`config.mk`:
```
export PLATFORM = sky130hd
export DESIGN_NAME = indexed_list_insert_delete_get
export DESIGN_NICKNAME = d
export VERILOG_FILES = /design/src/design/ilid_pkg.sv /design/src/design/indexed_list_insert_delete_get.sv /design/src/design/ilid_cell.sv /design/src/design/ilid_or_tree.sv
export SDC_FILE = /design/constraint.sdc
export NUM_CORES = 2
export LEC_CHECK = 0
export BUFFER_PORTS_ARGS = -buffer_cell sky130_fd_sc_hd__buf_2
export CORE_AREA = 8 8 322 324
export DETAILED_ROUTE_END_ITERATION = 10
export DIE_AREA = 0 0 330 332
export PLACE_DENSITY_LB_ADDON = 0.05
export SYNTH_ARGS = -nofsm -noshare
export SYNTH_HDL_FRONTEND = slang
export SYNTH_SLANG_ARGS = --single-unit
export TNS_END_PERCENT = 50
```
`constraint.sdc`:
```
create_clock -name clk -period 27 [get_ports clk]
set_clock_uncertainty 0.15 [all_clocks]
set_input_delay 0 -clock clk [delete_from_list [all_inputs] [get_ports clk]]
set_output_delay 0 -clock clk [all_outputs]
set_load 0.02 [all_outputs]
```
`src/design/ilid_pkg.sv`:
```
`timescale 1ns / 1ps
// ----------------------------------------------------------------------------
// ilid_pkg
// Shared types and constants for the positional list block: operation and
// status codes, field widths and the command broadcast to the cell row.
// ----------------------------------------------------------------------------
package ilid_pkg;

  localparam int DEPTH_DEF  = 16;
  localparam int DATA_W     = 32;
  localparam int POS_W      = 5;
  localparam int OP_W       = 2;
  localparam int ST_W       = 2;
  localparam int TREE_GROUP = 16;

  typedef enum logic [OP_W-1:0] {
    OP_INSERT = 2'd0,
    OP_DELETE = 2'd1,
    OP_READ   = 2'd2
  } op_t;

  typedef enum logic [ST_W-1:0] {
    ST_OK     = 2'd0,
    ST_BADPOS = 2'd1,
    ST_EMPTY  = 2'd2,
    ST_FULL   = 2'd3
  } status_t;

  // Command seen by every cell in the cycle an item is accepted
  typedef struct packed {
    logic              ins;
    logic              del;
    logic              rd;
    logic [DATA_W-1:0] value;
  } cmd_t;

endpackage

```
`src/design/indexed_list_insert_delete_get.sv`:
```
`timescale 1ns / 1ps
// ----------------------------------------------------------------------------
// indexed_list_insert_delete_get
// Read path: after its item is accepted, a result passes the cell tap
//   (loaded at the accepting edge), the group OR register and the final OR
//   register in turn.
// Throughput: one item per cycle while the result side is not stalled.
// Reset: clears the entry count and the pipeline valids; slot contents stay
//   undefined until written.
// ----------------------------------------------------------------------------
module indexed_list_insert_delete_get #(
  parameter int DEPTH = ilid_pkg::DEPTH_DEF
) (
  input  logic                          clk,
  input  logic                          rst,
  input  logic                          req_valid,
  output logic                          req_stall,
  input  logic [ilid_pkg::OP_W-1:0]     operation,
  input  logic [ilid_pkg::POS_W-1:0]    position,
  input  logic signed [ilid_pkg::DATA_W-1:0] item_value,
  output logic                          rsp_valid,
  input  logic                          rsp_stall,
  output logic [ilid_pkg::ST_W-1:0]     status,
  output logic signed [ilid_pkg::DATA_W-1:0] read_value,
  output logic [ilid_pkg::POS_W-1:0]    entry_count
);

  localparam int CW = $clog2(DEPTH + 1);
  localparam int EW = (CW > ilid_pkg::POS_W) ? CW : ilid_pkg::POS_W;
  localparam logic [CW-1:0] FULL_CNT = CW'(DEPTH);

  logic                  adv;
  logic                  accept;
  logic [CW-1:0]         count;
  logic [CW-1:0]         count_next;
  logic [EW-1:0]         pos_ext;
  logic [EW-1:0]         cnt_ext;
  logic [EW-1:0]         cnt_next_ext;
  ilid_pkg::status_t     st_now;
  ilid_pkg::cmd_t        cmd;
  logic                  do_ins;
  logic                  do_del;
  logic                  do_rd;

  logic                  v1;
  logic                  v2;
  ilid_pkg::status_t     st1;
  ilid_pkg::status_t     st2;
  logic [ilid_pkg::POS_W-1:0] cnt1;
  logic [ilid_pkg::POS_W-1:0] cnt2;

  logic [DEPTH-1:0][ilid_pkg::DATA_W-1:0] vals;
  logic [DEPTH-1:0][ilid_pkg::DATA_W-1:0] taps;
  logic [ilid_pkg::DATA_W-1:0]            rd_data;

  // Move the whole pipeline unless a result waits on a stalled consumer
  assign adv       = !(rsp_valid && rsp_stall);
  assign req_stall = !adv;
  assign accept    = req_valid && adv;

  assign pos_ext = EW'(position);
  assign cnt_ext = EW'(count);

  // Check the operation against the current count
  always_comb begin
    do_ins = 1'b0;
    do_del = 1'b0;
    do_rd  = 1'b0;
    st_now = ilid_pkg::ST_OK;
    unique case (ilid_pkg::op_t'(operation))
      ilid_pkg::OP_INSERT: begin
        if (pos_ext > cnt_ext) begin
          st_now = ilid_pkg::ST_BADPOS;
        end else if (count == FULL_CNT) begin
          st_now = ilid_pkg::ST_FULL;
        end else begin
          do_ins = 1'b1;
        end
      end
      ilid_pkg::OP_DELETE, ilid_pkg::OP_READ: begin
        if (count == '0) begin
          st_now = ilid_pkg::ST_EMPTY;
        end else if (pos_ext >= cnt_ext) begin
          st_now = ilid_pkg::ST_BADPOS;
        end else if (ilid_pkg::op_t'(operation) == ilid_pkg::OP_DELETE) begin
          do_del = 1'b1;
        end else begin
          do_rd = 1'b1;
        end
      end
      default: begin
        st_now = ilid_pkg::ST_BADPOS;
      end
    endcase
  end

  // Broadcast the command only for an accepted item
  always_comb begin
    cmd.ins   = accept && do_ins;
    cmd.del   = accept && do_del;
    cmd.rd    = accept && do_rd;
    cmd.value = item_value;
  end

  always_comb begin
    count_next = count;
    if (do_ins) begin
      count_next = count + CW'(1);
    end else if (do_del) begin
      count_next = count - CW'(1);
    end
  end

  assign cnt_next_ext = EW'(count_next);

  // Row of slots
  for (genvar i = 0; i < DEPTH; i++) begin : g_cell
    logic [ilid_pkg::DATA_W-1:0] lower;
    logic [ilid_pkg::DATA_W-1:0] upper;

    if (i == 0) begin : g_first
      assign lower = item_value;
    end else begin : g_mid_lo
      assign lower = vals[i-1];
    end

    if (i == DEPTH - 1) begin : g_last
      assign upper = vals[i];
    end else begin : g_mid_hi
      assign upper = vals[i+1];
    end

    ilid_cell #(
      .IDX (i),
      .PW  (EW)
    ) u_cell (
      .clk   (clk),
      .adv   (adv),
      .cmd   (cmd),
      .pos   (pos_ext),
      .lower (lower),
      .upper (upper),
      .value (vals[i]),
      .tap   (taps[i])
    );
  end

  ilid_or_tree #(
    .N (DEPTH)
  ) u_tree (
    .clk    (clk),
    .adv    (adv),
    .taps   (taps),
    .result (rd_data)
  );

  // Hold count and the valid bits
  always_ff @(posedge clk) begin
    if (rst) begin
      count     <= '0;
      v1        <= 1'b0;
      v2        <= 1'b0;
      rsp_valid <= 1'b0;
    end else if (adv) begin
      if (accept) begin
        count <= count_next;
      end
      v1        <= accept;
      v2        <= v1;
      rsp_valid <= v2;
    end
  end

  // Carry status and count alongside the read path
  always_ff @(posedge clk) begin
    if (adv) begin
      st1         <= st_now;
      cnt1        <= cnt_next_ext[ilid_pkg::POS_W-1:0];
      st2         <= st1;
      cnt2        <= cnt1;
      status      <= st2;
      entry_count <= cnt2;
    end
  end

  assign read_value = rd_data;

endmodule

```
`src/design/ilid_cell.sv`:
```
`timescale 1ns / 1ps
// ----------------------------------------------------------------------------
// ilid_cell
// One list slot. Holds, loads, takes its lower neighbor on insert or its
// upper neighbor on delete, and registers its value as a read tap on a hit.
// ----------------------------------------------------------------------------
module ilid_cell #(
  parameter int IDX  = 0,
  parameter int PW   = 5
) (
  input  logic                       clk,
  input  logic                       adv,
  input  ilid_pkg::cmd_t             cmd,
  input  logic [PW-1:0]              pos,
  input  logic [ilid_pkg::DATA_W-1:0] lower,
  input  logic [ilid_pkg::DATA_W-1:0] upper,
  output logic [ilid_pkg::DATA_W-1:0] value,
  output logic [ilid_pkg::DATA_W-1:0] tap
);

  localparam logic [PW-1:0] HERE = PW'(IDX);

  logic [ilid_pkg::DATA_W-1:0] value_next;

  // Pick the slot's next content
  always_comb begin
    priority if (cmd.ins && (pos < HERE)) begin
      value_next = lower;
    end else if (cmd.ins && (pos == HERE)) begin
      value_next = cmd.value;
    end else if (cmd.del && (pos <= HERE)) begin
      value_next = upper;
    end else begin
      value_next = value;
    end
  end

  // Update slot and read tap
  always_ff @(posedge clk) begin
    if (adv) begin
      value <= value_next;
      tap   <= (cmd.rd && (pos == HERE)) ? value : '0;
    end
  end

endmodule

```
`src/design/ilid_or_tree.sv`:
```
`timescale 1ns / 1ps
// ----------------------------------------------------------------------------
// ilid_or_tree
// Two-level registered OR reduction of the cell read taps. At most one tap
// is nonzero, so the result is the value read, or zero.
// ----------------------------------------------------------------------------
module ilid_or_tree #(
  parameter int N = ilid_pkg::DEPTH_DEF
) (
  input  logic                                clk,
  input  logic                                adv,
  input  logic [N-1:0][ilid_pkg::DATA_W-1:0]  taps,
  output logic [ilid_pkg::DATA_W-1:0]         result
);

  localparam int G  = ilid_pkg::TREE_GROUP;
  localparam int NG = (N + G - 1) / G;

  logic [NG-1:0][ilid_pkg::DATA_W-1:0] grp;
  logic [NG-1:0][ilid_pkg::DATA_W-1:0] grp_next;
  logic [ilid_pkg::DATA_W-1:0]         result_next;

  // Reduce each group of taps
  always_comb begin
    for (int g = 0; g < NG; g++) begin
      grp_next[g] = '0;
      for (int k = 0; k < G; k++) begin
        if (g * G + k < N) begin
          grp_next[g] = grp_next[g] | taps[g * G + k];
        end
      end
    end
  end

  // Reduce the group results
  always_comb begin
    result_next = '0;
    for (int g = 0; g < NG; g++) begin
      result_next = result_next | grp[g];
    end
  end

  always_ff @(posedge clk) begin
    if (adv) begin
      grp    <= grp_next;
      result <= result_next;
    end
  end

endmodule

```
# After elaboration in Yosys (flattened, before gate mapping)
# Index checks and enable logic that the tools add are counted.
word_totals:
  register_bits: 1117
  input_bits: 43
  output_inout_bits: 41
  elab_cells: 284
op_classes:
  n_addsub: 2
  n_lt_le_gt_ge: 33
  eq_ne: 18
  n_mux: 65
  n_bitwise: 16
  reduce_logical: 106
ops:
  columns: ["operator", "n"]
  rows:
  - ["$mux W32", 47]
  - ["$or A32 B32 Y32", 15]
  - ["$logic_and A1 B1 Y1", 68]
  - ["$reduce_bool A3 Y1", 15]
  - ["$eq A5 B4 Y1 const B", 8]
  - ["$lt A5 B4 Y1 const B", 8]
  - ["$le A5 B4 Y1 const B", 7]
  - ["$reduce_and A2 Y1", 17]
  - ["$eq A5 B3 Y1 const B", 4]
  - ["$le A5 B3 Y1 const B", 4]
  - ["$lt A5 B3 Y1 const B", 4]
  - ["$mux W1", 12]
  - ["$eq A5 B2 Y1 const B", 2]
  - ["$le A5 B1 Y1 const B", 2]
  - ["$le A5 B2 Y1 const B", 2]
  - ["$logic_not A5 Y1", 2]
  - ["$lt A5 B1 Y1 const B", 2]
  - ["$lt A5 B2 Y1 const B", 2]
  - ["$mux W5", 2]
  - ["$mux W2", 3]
  - ["$add A5 B1 Y5 const B", 1]
  - ["$eq A5 B1 Y1 const B", 1]
  - ["$eq A5 B5 Y1 const B", 1]
  - ["$ge A5 B5 Y1", 1]
  - ["10 further kinds", 10]

# Logic depth before layout (Yosys ltp)
logic_depth:
  word_depth: 15
  mapped_depth: 12
  depth_no_buf: 9

# By module
# A second synthesis with hierarchy kept.
hier_totals:
  hier_cells: 3723
  hier_area_um2: 51356.8
by_module_without_submodules:
  columns: ["module", "instances", "cells_per_inst", "area_per_inst_um2", "seq_area_each_um2"]
  rows:
  - ["ilid_cell (g_cell[8].u_cell)", 1, 291, 3443.3, 1921.8]
  - ["ilid_cell (g_cell[2].u_cell)", 1, 257, 3184.3, 1921.8]
  - ["ilid_cell (g_cell[3].u_cell)", 1, 211, 3025.4, 1921.8]
  - ["ilid_cell (g_cell[10].u_cell)", 1, 262, 3007.9, 1921.8]
  - ["ilid_cell (g_cell[6].u_cell)", 1, 258, 2995.4, 1921.8]
  - ["ilid_cell (g_cell[1].u_cell)", 1, 216, 2955.3, 1921.8]
  - ["ilid_or_tree", 1, 224, 2922.8, 1921.8]
  - ["ilid_cell (g_cell[11].u_cell)", 1, 187, 2880.3, 1921.8]
  - ["ilid_cell (g_cell[9].u_cell)", 1, 188, 2872.8, 1921.8]
  - ["ilid_cell (g_cell[13].u_cell)", 1, 187, 2854.0, 1921.8]
  - ["ilid_cell (g_cell[5].u_cell)", 1, 185, 2850.2, 1921.8]
  - ["ilid_cell (g_cell[12].u_cell)", 1, 187, 2846.5, 1921.8]
  - ["ilid_cell (g_cell[4].u_cell)", 1, 184, 2842.7, 1921.8]
  - ["ilid_cell (g_cell[14].u_cell)", 1, 185, 2839.0, 1921.8]
  - ["4 more rows", null, null, null, null]

# Least setup slack after synthesis
# OpenSTA, ideal clock, no wires.
synth_timing:
  kind: "register -> register"
  start: "register rsp_valid"
  end: "register g_cell[10].u_cell.value[0] in the netlist's numbering, enable pin"
  setup_time_ns: 0.501
  t_arrival_ns: 18.775
  required_time_ns: 26.349
  slack_ns: 7.574
  stages_incl_launch_ff: 7
  path_buffers: 2
  synth_period_minus_slack_ns: 19.426
  path_cell_list: "dfxtp_1 -> nand2_1 -> nand2_2 -> buf_2 -> a21o_1 -> clkbuf_1 -> nor4_1"
synth_via:
  elab_chain_len: 7
  elab_cells_between_ends: 11
  cone_classes: "bitwise: 1; reduce/logical: 10"
synth_rtl:
  columns: ["element", "line_no", "rtl"]
  rows:
  - ["start: declaration", "indexed_list_insert_delete_get.sv:21", "output logic rsp_valid,"]
  - ["start signal: assignment", "indexed_list_insert_delete_get.sv:170", "rsp_valid <= v2;"]
  - ["$logic_and A1 B1 Y1 (*)", "indexed_list_insert_delete_get.sv:57", "assign adv = !(rsp_valid && rsp_stall);"]
  - ["$logic_not A1 Y1", "indexed_list_insert_delete_get.sv:57", null]
  - ["$logic_and A1 B1 Y1", "indexed_list_insert_delete_get.sv:59", "assign accept = req_valid && adv;"]
  - ["$logic_and A1 B1 Y1, on equally long branches", "indexed_list_insert_delete_get.sv:100, indexed_list_insert_delete_get.sv:99", null]
  - ["$logic_and A1 B1 Y1, on equally long branches", "ilid_cell.sv:31, ilid_cell.sv:27, ilid_cell.sv:29", null]
  - ["$reduce_bool A3 Y1 (no line)", null, null]
  - ["$reduce_and A2 Y1 (no line) (*)", null, null]
  - ["end signal: assignment", "ilid_cell.sv:41", "value <= value_next;"]
  - ["end: declaration", "ilid_cell.sv:17", "output logic [ilid_pkg::DATA_W-1:0] value,"]
# Mark *: on every way between the ends. The rest lies on a longest branch, timed or not.
# A chain may end at the register's enable or synchronous reset.

# Worst setup path after layout
layout_timing:
  start: "register count[4] (netlist: cnt_ext[4])"
  end: "register g_cell[5].u_cell.value[5] in the netlist's numbering, data pin"
layout_via:
  elab_chain_len: 8
  elab_cells_between_ends: 10
  cone_classes: "order compare: 1; eq/ne: 1; mux: 5; reduce/logical: 3"
layout_rtl:
  columns: ["element", "line_no", "rtl"]
  rows:
  - ["start: declaration", "indexed_list_insert_delete_get.sv:34", "logic [CW-1:0] count;"]
  - ["start signal: assignment", "indexed_list_insert_delete_get.sv:166", "count <= count_next;"]
  - ["branches (longest 2 deep; another with $gt A5 B5 Y1)", null, null]
  - ["$mux W1 (*)", "indexed_list_insert_delete_get.sv:72", "if (pos_ext > cnt_ext) begin"]
  - ["$mux W1 (*)", "indexed_list_insert_delete_get.sv:70", "unique case (ilid_pkg::op_t'(operation))"]
  - ["$logic_and A1 B1 Y1 (*)", "indexed_list_insert_delete_get.sv:99", "cmd.ins = accept && do_ins;"]
  - ["$logic_and A1 B1 Y1", "ilid_cell.sv:29", "end else if (cmd.ins && (pos == HERE)) begin"]
  - ["$mux W32", "ilid_cell.sv:29", null]
  - ["$mux W32 (*)", "ilid_cell.sv:27", "priority if (cmd.ins && (pos < HERE)) begin"]
  - ["net g_cell[5].u_cell.value_next, one bit", "ilid_cell.sv:23", "logic [ilid_pkg::DATA_W-1:0] value_next;"]
  - ["end signal: assignment", "ilid_cell.sv:41", null]
  - ["end: declaration", "ilid_cell.sv:17", null]
# Mark *: on every way through the listed nets, which the timed path passes.

==> results.json <==
{
  "worst_pin_slew_ns": 1.43,
  "initial_core_util": 0.495,
  "ys_top_cells_by_count": "edfxtp_1 (1109), and2_1 (515), nand2_1 (483)",
  "maxCapViolations": 0,
  "drive_gt1_frac": 0.112,
  "peakVddDrop_mv": 0.0487,
  "first_pass_iters": 6,
  "seqPwrFrac": 0.538,
  "p_sw_uw": 779,
  "clock_sinks": 1117,
  "rrSetupSlack_ns": 22.16,
  "fin_ws_ns": 22.16,
  "ys_seq_elements": 1117,
  "synth_top_area_frac": 0.680,
  "cp.required_ns": 27.26,
  "max_freq_mhz": 207,
  "clkPwrFrac": 0.427,
  "hold_class": "in -> reg",
  "leakage_nw": 21.2,
  "cellPowerDensity_nw_per_um2": 66.3,
  "grt-ovfl-total": 0,
  "numCtsBuffers": 117,
  "final_hold_viol_count": 0,
  "dieHeight_um": 332,
  "seq_area_frac_synth": 0.683,
  "initialDrtViolationCount": 3439,
  "synth-warning-count": 0,
  "tritoncts": "built",
  "critPathMaxFanout": 17,
  "wl_mm": 146,
  "fin_nets": 3992,
  "finalSetupViolations": 0,
  "grt_pass1_vias": 31800,
  "netlist_area_um2": 49000,
  "antenna_found_initial": 7,
  "arrival_ns": 5.10,
  "die_area_um2": 110000,
  "post_drt_wl_per_cell_um": 27.4,
  "num_rows": 116,
  "p_comb_frac": 0.035,
  "viasPerCell": 6.04,
  "tns_ns": 0,
  "finalCriticalPeriod_ns": 4.84,
  "grtUsageTotal": 0.261,
  "synth.most_common_cell": "edfxtp_1",
  "slew_viol_final": 0,
  "status": "finished clean",
  "n_fill_cell": 8265,
  "worstSetupStartpointType": "flip-flop",
  "place_ws_ns": 22.21,
  "grt_setup_unrepaired": "false",
  "placed_cell_area_um2": 50700,
  "synth_enable_flop_cells": 1109,
  "endpoint_kind": "flip-flop",
  "syn_nets": 3930,
  "clk_path_buf_depth": 3,
  "power_switching_share": 0.214,
  "finalCritPeriodShare": 0.179,
  "yosys.area.top_type": "edfxtp_1",
  "core_um2": 99000,
  "dp.final_hpwl_mm": 82.5,
  "htree_levels": 3,
  "insertion_delay_ns": 0.72,
  "clk_pin_slew_ns": 0.06,
  "grt_max_degree": 188,
  "internal-power_mw": 2.86,
  "avgSynthCellArea_um2": 12.6,
  "max-slew-margin-rel": 0.0448,
  "die_w_um": 330,
  "synthDistinctLibCells": 53,
  "io_pins": 84,
  "gp_routability_congestion": 0.844,
  "drc": 0,
  "syn2layout_area_growth_pct": 12.0,
  "io_buffers": 83,
  "postRouteAntennaNets": 0,
  "fin_area_um2": 54900,
  "async_flop_share": 0,
  "vias": 32200,
  "grt_pass1_wl_mm": 211,
  "ys.flop_type": "edfxtp_1",
  "post_cts.repair.setup_buffers": 0,
  "ys_top_cells_by_area": "edfxtp_1 (68%), and2_1 (6.6%), mux2i_1 (4.6%)",
  "crit_type": "reg -> reg",
  "synth_cells": 3877,
  "root_buffer": "clkbuf_16"
}
## cell usage in the layout, fill, tap and decap left out, types with 9 or more instances in the layout
master | Yosys | final
a21oi_1 | 241 | 240
a31oi_1 | 203 | 203
and2_1 | 515 | 514
buf_2 | 64 | 83
buf_4 | 5 | 71
clkbuf_1 | 163 | 32
clkbuf_16 | 0 | 117
clkinv_1 | 0 | 30
clkinv_2 | 0 | 20
dlygate4sd3_1 | 0 | 42
edfxtp_1 | 1109 | 1109
ha_1 | 10 | 10
inv_1 | 13 | 13
mux2_2 | 64 | 64
mux2i_1 | 225 | 225
nand2_1 | 483 | 473
nand2_2 | 4 | 12
nand3_1 | 15 | 11
nand4_1 | 36 | 36
nor2_1 | 444 | 436
nor2_4 | 0 | 9
nor3_2 | 4 | 9
nor3_4 | 6 | 11
nor4_1 | 129 | 128
o21ai_0 | 35 | 35
## final timing paths
| kind | cells after the start | to | startpoint |
|---|---|---|---|
| worst min register to register | 0 | cnt2[4] | cnt1[4] |
| worst max-delay path | 9 | g_cell[5].u_cell.value[5] | cnt_ext[4] |
| worst min-delay path | 4 | cnt_ext[3] | rst |
| worst max register to register | 9 | g_cell[5].u_cell.value[5] | cnt_ext[4] |
## sequential cells by signal (all words and copies together) (netlist names), 5 cells and up
register / flops
cnt_ext: 5
cnt1: 5
entry_count: 5
g_cell.u_cell.value: 512
u_tree.result: 32
g_cell.u_cell.tap: 512
u_tree.grp: 32
cnt2: 5
## critical path, stage by stage, from the launching register on
cell     delay (ns)
dfxtp_1        0.44
inv_1          0.17
ha_1           0.35
a21o_1         0.23
o21a_1         0.26
nor2_1         0.95
nand3_2        1.06
buf_4          0.60
mux2i_1        0.21
a21oi_1        0.10
## per-layer routing
layer	wire length, um	up-vias	part of all wire	track usage
met5	0	-	0	0
met3	14000	313	0.096	0.0486
met1	62000	16100	0.42	0.375
met2	65200	1607	0.45	0.400
met4	4880	0	0.033	0.0871
li1	-	14200	-	-
## power groups by stage
stage          registers (mW)  logic, mW  clock network, mW
6_report                 1.96      0.127               1.55
5_1_grt                  1.96      0.136               1.64
4_1_cts                  1.96      0.128               1.58
3_5_place_dp             1.99      0.123                  0
3_3_place_gp             1.99      0.122                  0
2_1_floorplan            2.02     0.0546                  0
## per-stage QoR
step | hold slack (ns) | total power [mW] | cells | util
2_1_floorplan | 0.0635 | 2.07 | 3877 | -
3_3_place_gp | 0.170 | 2.11 | 5075 | 0.513
3_5_place_dp | 0.175 | 2.12 | 5075 | 0.513
4_1_cts | 0.0295 | 3.66 | 5335 | 0.554
5_1_grt | 0.0825 | 3.74 | 5337 | 0.554
6_report | 0.0704 | 3.64 | 5341 | 0.554
## cells by family after synthesis
group | synth area share
compound gates | 0.0576
xor+xnor | 0.00125
fa+ha+maj | 0.00255
buf+inv | 0.0244
flops | 0.683
mux | 0.0609
simple gates | 0.170
## repair_timing
action / CTS / global route
endpoints found under the hold margin: 574 / 0
gates resized for setup: 0 / 0
hold buffers: 42 / 0
## area by class of cell
| cell class | count | area (um2) | share of cell area |
|---|---|---|---|
| well taps | 1298 | 1620 | 0.0296 |
| clock buffers | 152 | 3090 | 0.0563 |
| inverters | 14 | 52.6 | 0.000958 |
| multi-input cells | 2490 | 14600 | 0.267 |
| clock inverters | 66 | 566 | 0.0103 |
| flip-flops and latches | 1117 | 33500 | 0.610 |
| repair buffers | 199 | 1420 | 0.0260 |
| diodes | 5 | 12.5 | 0.000228 |
Note: power is estimated with default switching activity, not from simulation.
